===== src/hdl/sapn_pkg.sv =====
`default_nettype none
// ----------------------------------------------------------------------------
// sapn_pkg
// Shared widths, constants, payload types and the arctangent table for the
// signed angle about plane normal block.
// ----------------------------------------------------------------------------
package sapn_pkg;

    localparam int COMPONENT_BITS = 12;
    localparam int CORDIC_STAGES  = 16;
    localparam int ANGLE_BITS     = 16;

    localparam int CB         = COMPONENT_BITS;
    localparam int NSH        = (2 * CB > 24) ? (2 * CB - 24) : 0;
    localparam int PRODUCT_W  = 2 * CB;
    localparam int CROSS_W    = 2 * CB + 1;
    localparam int DOT_W      = 2 * CB + 1;
    localparam int NORM_W     = CROSS_W - NSH;
    localparam int DPROD_W    = CROSS_W + NORM_W;
    localparam int DET_W      = DPROD_W + 2;
    localparam int LEN2_W     = 2 * NORM_W;
    localparam int SQRT_W     = NORM_W;
    localparam int TW         = LEN2_W + 2;
    localparam int X_W        = DOT_W + SQRT_W + 1;
    localparam int CW         = ((DET_W > X_W) ? DET_W : X_W) + 3;
    localparam int Z_W        = 34;
    localparam int CORDIC_N   = (CORDIC_STAGES > 24) ? 24 : CORDIC_STAGES;
    localparam int OUT_SHIFT  = 33 - ANGLE_BITS;

    localparam longint Q30_PI      = 64'sd3373259426;
    localparam longint Q30_HALF_PI = 64'sd1686629713;
    localparam longint PI_OUT      = (Q30_PI + (64'sd1 <<< (OUT_SHIFT - 1))) >>> OUT_SHIFT;

    localparam logic signed [Z_W-1:0]        HALF_PI_Z = Z_W'(Q30_HALF_PI);
    localparam logic signed [Z_W-1:0]        PI_Z      = Z_W'(PI_OUT);
    localparam logic signed [ANGLE_BITS-1:0] PI_ANGLE  = ANGLE_BITS'(PI_OUT);

    localparam int CFG_INDEX_W = 3;
    localparam logic [CFG_INDEX_W-1:0] REG_PLANE_FIRST_X  = 3'd0;
    localparam logic [CFG_INDEX_W-1:0] REG_PLANE_FIRST_Y  = 3'd1;
    localparam logic [CFG_INDEX_W-1:0] REG_PLANE_FIRST_Z  = 3'd2;
    localparam logic [CFG_INDEX_W-1:0] REG_PLANE_SECOND_X = 3'd3;
    localparam logic [CFG_INDEX_W-1:0] REG_PLANE_SECOND_Y = 3'd4;
    localparam logic [CFG_INDEX_W-1:0] REG_PLANE_SECOND_Z = 3'd5;

    typedef struct packed {
        logic signed [CB-1:0] fx;
        logic signed [CB-1:0] fy;
        logic signed [CB-1:0] fz;
        logic signed [CB-1:0] tx;
        logic signed [CB-1:0] ty;
        logic signed [CB-1:0] tz;
    } vec_t;

    typedef struct packed {
        logic signed [CB-1:0] ax;
        logic signed [CB-1:0] ay;
        logic signed [CB-1:0] az;
        logic signed [CB-1:0] bx;
        logic signed [CB-1:0] by;
        logic signed [CB-1:0] bz;
    } plane_t;

    typedef struct packed {
        logic signed [DET_W-1:0] det;
        logic signed [DOT_W-1:0] dot;
        logic                    degen;
    } side_t;

    function automatic logic signed [Z_W-1:0] atan_q30(input logic [4:0] i);
        logic signed [Z_W-1:0] a;
        case (i)
            5'd0:    a = 34'sd843314857;
            5'd1:    a = 34'sd497837829;
            5'd2:    a = 34'sd263043837;
            5'd3:    a = 34'sd133525159;
            5'd4:    a = 34'sd67021687;
            5'd5:    a = 34'sd33543516;
            5'd6:    a = 34'sd16775851;
            5'd7:    a = 34'sd8388437;
            5'd8:    a = 34'sd4194283;
            5'd9:    a = 34'sd2097149;
            5'd10:   a = 34'sd1048576;
            5'd11:   a = 34'sd524288;
            5'd12:   a = 34'sd262144;
            5'd13:   a = 34'sd131072;
            5'd14:   a = 34'sd65536;
            5'd15:   a = 34'sd32768;
            5'd16:   a = 34'sd16384;
            5'd17:   a = 34'sd8192;
            5'd18:   a = 34'sd4096;
            5'd19:   a = 34'sd2048;
            5'd20:   a = 34'sd1024;
            5'd21:   a = 34'sd512;
            5'd22:   a = 34'sd256;
            5'd23:   a = 34'sd128;
            default: a = '0;
        endcase
        return a;
    endfunction

endpackage
`default_nettype wire


===== src/hdl/sapn_isqrt.sv =====
`default_nettype none
// ----------------------------------------------------------------------------
// sapn_isqrt
// Pipelined floor square root, one result bit per stage, sideband carried.
// ----------------------------------------------------------------------------
module sapn_isqrt import sapn_pkg::*;
(
    input  wire logic              clk,
    input  wire logic              rst_n,
    input  wire logic              en,
    input  wire logic              in_valid,
    input  wire side_t             in_side,
    input  wire logic [LEN2_W-1:0] in_len2,
    output logic                   out_valid,
    output side_t                  out_side,
    output logic [SQRT_W-1:0]      out_len
);

    logic              v_reg    [SQRT_W];
    side_t             side_reg [SQRT_W];
    logic [TW-1:0]     rem_reg  [SQRT_W];
    logic [SQRT_W-1:0] root_reg [SQRT_W];

    for (genvar k = 0; k < SQRT_W; k++)
    begin : g_stage
        localparam int B = SQRT_W - 1 - k;
        logic              v_in;
        side_t             side_in;
        logic [TW-1:0]     rem_in;
        logic [SQRT_W-1:0] root_in;
        logic [TW-1:0]     trial;

        if (k == 0)
        begin : g_first
            assign v_in    = in_valid;
            assign side_in = in_side;
            assign rem_in  = TW'(in_len2);
            assign root_in = '0;
        end
        else
        begin : g_next
            assign v_in    = v_reg[k - 1];
            assign side_in = side_reg[k - 1];
            assign rem_in  = rem_reg[k - 1];
            assign root_in = root_reg[k - 1];
        end

        assign trial = (TW'(root_in) << (B + 1)) + (TW'(1) << (2 * B));

        always_ff @(posedge clk or negedge rst_n)
        begin
            if (!rst_n)
            begin
                v_reg[k] <= 1'b0;
            end
            else if (en)
            begin
                v_reg[k] <= v_in;
            end
        end

        always_ff @(posedge clk)
        begin
            if (en)
            begin
                side_reg[k] <= side_in;
                if (trial <= rem_in)
                begin
                    rem_reg[k]  <= rem_in - trial;
                    root_reg[k] <= root_in | (SQRT_W'(1) << B);
                end
                else
                begin
                    rem_reg[k]  <= rem_in;
                    root_reg[k] <= root_in;
                end
            end
        end
    end

    assign out_valid = v_reg[SQRT_W - 1];
    assign out_side  = side_reg[SQRT_W - 1];
    assign out_len   = root_reg[SQRT_W - 1];

endmodule
`default_nettype wire


===== config.mk =====
export PLATFORM = sky130hd
export DESIGN_NAME = sapn_isqrt
export DESIGN_NICKNAME = d
export VERILOG_FILES = /design/src/hdl/sapn_pkg.sv /design/src/hdl/sapn_isqrt.sv
export SDC_FILE = /design/constraint.sdc
export NUM_CORES = 2
export LEC_CHECK = 0
export BUFFER_PORTS_ARGS = -buffer_cell sky130_fd_sc_hd__buf_2
export CAP_MARGIN = 20
export CORE_MARGIN = 5
export CORE_UTILIZATION = 67
export CTS_CLUSTER_DIAMETER = 80
export CTS_CLUSTER_SIZE = 30
export DETAILED_ROUTE_END_ITERATION = 8
export PLACE_DENSITY_LB_ADDON = 0.12
export SYNTH_ARGS = -nofsm -noshare
export SYNTH_HDL_FRONTEND = slang
export SYNTH_SLANG_ARGS = --single-unit

===== constraint.sdc =====
create_clock -name clk -period 7.3 [get_ports clk]
set_input_delay 1.095 -clock clk [delete_from_list [all_inputs] [get_ports clk]]
set_output_delay 1.095 -clock clk [all_outputs]
set_load 0.02 [all_outputs]

Word level (Yosys, flattened, before mapping)
Memory sizes are Yosys's and may differ from the RTL's.
Index checks and enable logic that the tools add are counted.
{"block": "op_classes", "n_lt_le_gt_ge": 25, "n_bitwise": 50, "add_sub_neg": 49, "mux": 202}
{"cell": "$mux W52", "n": 25}
{"cell": "$mux W25", "n": 25}
{"cell": "$mux W1", "n": 152}
{"cell": "$le A27 B52 Y1", "n": 1}
{"cell": "$le A28 B52 Y1", "n": 1}
{"cell": "$le A29 B52 Y1", "n": 1}
{"cell": "$le A30 B52 Y1", "n": 1}
{"cell": "$le A31 B52 Y1", "n": 1}
{"cell": "$le A32 B52 Y1", "n": 1}
{"cell": "$le A33 B52 Y1", "n": 1}
{"cell": "$le A34 B52 Y1", "n": 1}
{"cell": "$le A35 B52 Y1", "n": 1}
{"cell": "$le A36 B52 Y1", "n": 1}
{"cell": "$le A37 B52 Y1", "n": 1}
{"cell": "$le A38 B52 Y1", "n": 1}
{"cell": "$le A39 B52 Y1", "n": 1}
{"cell": "$le A40 B52 Y1", "n": 1}
{"cell": "$le A41 B52 Y1", "n": 1}
{"cell": "$le A42 B52 Y1", "n": 1}
{"cell": "$le A43 B52 Y1", "n": 1}
{"cell": "$le A44 B52 Y1", "n": 1}
{"cell": "$le A45 B52 Y1", "n": 1}
{"cell": "$le A46 B52 Y1", "n": 1}
{"cell": "$le A47 B52 Y1", "n": 1}
{"cell": "54 further kinds", "n": 103}
{"block": "word_totals", "ram_bits": 3875, "inputBits": 132, "mem_count": 3, "output_inout_bits": 104, "regBits": 25, "wordCells": 354}
{"name": "side_reg", "words": 25, "width": 78, "rd": 25, "rd_ports_with_merged_regs": 0, "wr": 25, "line": "sapn_isqrt.sv:20", "source": "side_t side_reg [SQRT_W];"}
{"name": "rem_reg", "words": 25, "width": 52, "rd": 24, "rd_ports_with_merged_regs": 0, "wr": 25, "line": "sapn_isqrt.sv:21", "source": "logic [TW-1:0] rem_reg [SQRT_W];"}
{"name": "root_reg", "words": 25, "width": 25, "rd": 25, "rd_ports_with_merged_regs": 0, "wr": 25, "line": "sapn_isqrt.sv:22", "source": "logic [SQRT_W-1:0] root_reg [SQRT_W];"}

Longest topological paths before layout
An unclocked memory read counts as a cell.
{"block": "depth", "depth_word": 7, "ltp_mapped": 13, "mapped_depth_nobuf": 12}

Worst setup path after synthesis
No wires, ideal clock.
{"block": "synth_path", "path_kind": "input port to flip-flop", "from": "in en", "to": "mem rem_reg[5][0] in the netlist's numbering, enable pin", "path_stages": 5, "n_path_buf": 5, "slack_ps": 2698, "setup_ps": 457, "arrival_time_ps": 4145, "required_ps": 6843, "cell_sequence": "clkbuf_1 -> clkbuf_1 -> clkbuf_1 -> clkbuf_1 -> clkbuf_1"}
{"element": "start, declared", "line": "sapn_isqrt.sv:10", "source": "input wire logic en,"}
{"element": "end, declared", "line": "sapn_isqrt.sv:21"}

==> flow_metrics.py <==
metrics = {
    "cts": {
        "cts_hold_buf": 0,
        "cts_repair_resize_count": 0,
        "cts-root-buf": "clkbuf_16",
        "post_cts_buffers": 0,
        "insertion_delay_ns": 0.84,
        "clk_pin_slew_worst_paths_ns": 0.11,
        "cts_htree_levels": 4,
        "cts_buffers": 154,
        "cts_buffer_depth": 3,
        "cts.sinks": 3547,
        "cts_tree": "done",
    },
    "logic_synthesis": {
        "ys_seq_area_frac": 0.791,
        "yosysWarnings": 0,
        "synth_edf_count": 3522,
        "ys_ff_latch": 3547,
        "async_flop_share": 0.00705,
        "synth_ff_type": "edfxtp_1",
        "netlist_area_um2": 134000,
        "syn_nets": 8467,
        "synthCells": 7987,
        "netlist-cell-type-count": 80,
        "avgSynthCellArea_um2": 16.8,
    },
    "sta": {
        "maxSlewHeadroom": 0.231,
        "setup_tns_ns": 0,
        "hold_violations": 0,
        "finalCritPeriodShare": 0.575,
        "worstMarginPinSlew_ns": 1.15,
        "finalMaxSlewViolations": 0,
        "fmax_ghz": 0.238,
        "finClkSkew_ns": 0.0269,
        "rsz0062_at_grt": "false",
        "period_needed_ns": 4.20,
        "finalSetupViolCount": 0,
    },
    "cells_and_area": {
        "syn_to_final_growth_pct": 7.14,
        "finish.net_count": 8801,
        "largest_register_ffs": 1950,
        "drive_gt1_frac": 0.0738,
        "design_area_um2": 144000,
        "final_core_util": 0.722,
    },
    "drt": {
        "remaining_drc_errors": 0,
        "routed_wl_mm": 243,
        "drt-initial-drc-count": 6177,
        "drt_first_pass_iters": 6,
        "post_drt_wl_per_cell_um": 22.0,
        "ant_nets": 0,
        "vias_per_cell": 5.94,
        "vias": 65600,
    },
    "setup_path": {
        "cpPeakStageDelay_ns": 0.64,
        "path_class": "reg2reg",
        "cp_slowest_cell": "nor3_1",
        "reg2regPathDepth": 12,
        "cp-start-kind": "register",
        "worst_setup_path_end_kind": "register",
        "crit_arrival_ns": 4.74,
        "crit_fanout": 46,
        "cp_cell_sequence": "inv_1, ha_1, nand2_1, nor3_1, and3_1, a31oi_1, nand4bb_2, buf_4, and2_1, nand4_1, o41ai_1, o31ai_1",
        "required_ns": 7.85,
    },
    "floorplan": {
        "die_y_um": 458,
        "dieArea_um2": 210000,
        "die_w_um": 458,
        "core-area_um2": 200000,
        "num_io_pins": 236,
        "row_count": 164,
        "initial_utilization": 0.674,
    },
    "placement": {
        "port_buffers": 235,
        "place_area_um2": 139000,
        "gp_congestion": 0.940,
        "dp_hpwl_mm": 163,
    },
    "global_routing": {
        "grt_pass1_wl_mm": 377,
        "grt_max_degree": 202,
        "gr-usage-all-layers": 0.233,
        "antenna_found_initial": 7,
        "grt_pass1_vias": 65400,
        "overflow": 0,
    },
    "power_and_ir_drop": {
        "max-vdd-ir-drop_mv": 0.340,
        "leakagePower_uw": 0.0510,
        "total_power_uw": 40500,
        "p_per_area_nw_per_um2": 281,
    },
    "outcome": {
        "outcome": "completed",
    },
    "job": {
        "max_cap_viol_count": 0,
    },
    "hold_path": {
        "min_path_type": "in2async",
    },
}
worst max-delay path: cells and delay by family, from the launching register on:
kind                       cells  cell delay [ns]
and+or+nand+nor                6             1.84
adders and majority gates      1             0.40
buffers and inverters          2             0.51
AOI/OAI and AO/OA              3             0.77
DFF                            1             0.41
path summary, 6_finish.rpt:
path	slack [ns]	end	start
worst max register to register	3.10	rem_reg[5][201]	root_reg[1][167]
min in group clk	0.42	side_reg[1][532]	side_reg[1][454]
worst min register to register	0.42	side_reg[1][532]	side_reg[1][454]
max in group asynchronous	6.66	g_stage[17].v_in	rst_n
worst max-delay path	3.10	rem_reg[5][201]	root_reg[1][167]
worst min-delay path	0.25	out_valid	rst_n
report_power, final:
part | internal, uW | switching (uW)
registers | 24500 | 1070
clock network | 4350 | 6080
logic | 1760 | 2790
total | 30600 | 9940
cells in the mapped netlist (all sizes together) (10+ instances only):
master	number	area, um^2
nor2b	44	275
buf	13	56.3
edfxtp	3522	106000
nor4	216	1360
o21ai	348	1740
nand4b	29	254
a21oi	301	1510
nand2b	75	469
mux2	54	608
nor4b	34	298
nor2	344	1290
nand2	470	1760
a211oi	32	258
and2	22	138
dfrtp	25	626
a21boi	12	90.1
o21bai	28	210
clkbuf	114	428
o211ai	17	128
a31oi	19	119
or3	69	432
or4	43	323
nor3b	15	113
inv	439	1650
nor3	177	891
o41ai	11	96.3
nand3b	22	165
o31ai	33	248
nand4	95	594
xor2	280	2450
and4	11	96.3
or2	23	144
o21a	52	390
and3	31	194
ha	348	4350
and4b	10	100
nand3	98	490
xnor2	282	2470
a21o	109	818
o311ai	10	87.6
placed cells by master, fill, tap and decap left out, types with 109 or more instances in the layout:
| master | count |
|---|---|
| a21o_1 | 109 |
| a21oi_1 | 301 |
| buf_2 | 235 |
| clkbuf_16 | 159 |
| edfxtp_1 | 3522 |
| ha_1 | 348 |
| inv_1 | 439 |
| nand2_1 | 470 |
| nor2_1 | 344 |
| nor3_1 | 176 |
| nor4_1 | 215 |
| o21ai_0 | 343 |
| xnor2_1 | 282 |
| xor2_1 | 280 |
through the flow:
step | hold slack [ns] | setup WS (ns) | instances
3_3_place_gp | 0.400 | 2.80 | 10800
5_1_grt | 0.225 | 2.84 | 11100
4_1_cts | 0.178 | 2.95 | 11000
2_1_floorplan | 0.400 | 2.70 | 7987
3_5_place_dp | 0.405 | 2.68 | 10800
6_report | 0.245 | 3.10 | 11100
layout make-up:
cell class / count / area (um^2)
Sequential cell: 3547 / 106000
Fill cell: 12000 / 55600
Multi-Input combinational cell: 3874 / 26000
Clock buffer: 169 / 4020
Tap cell: 2656 / 3320
Timing Repair Buffer: 305 / 1830
Inverter: 439 / 1650
Clock inverter: 58 / 851
Antenna cell: 5 / 12.5
metal layers:
metal	track usage	vias to the layer above	share of wire
li1	-	31000	-
met1	0.310	32400	0.40
met2	0.408	1882	0.52
met3	0.0311	383	0.050
met4	0.0632	4	0.026
met5	0	-	0.00013
kinds of logic (layout without fill, tap and decap cells):
kind of cell | after synthesis | after routing | share of synthesized area
AO/OA/AOI/OAI | 1060 | 1060 | 0.0483
XOR/XNOR | 562 | 562 | 0.0366
adder cells (fa/ha/maj) | 348 | 348 | 0.0324
multiplexers | 63 | 63 | 0.00519
AND/OR/NAND/NOR | 1841 | 1841 | 0.0707
other | 0 | 5 | 0
buffers and inverters | 566 | 971 | 0.0159
flip-flops | 3547 | 3547 | 0.791
Power figures use the tool's default switching activity.
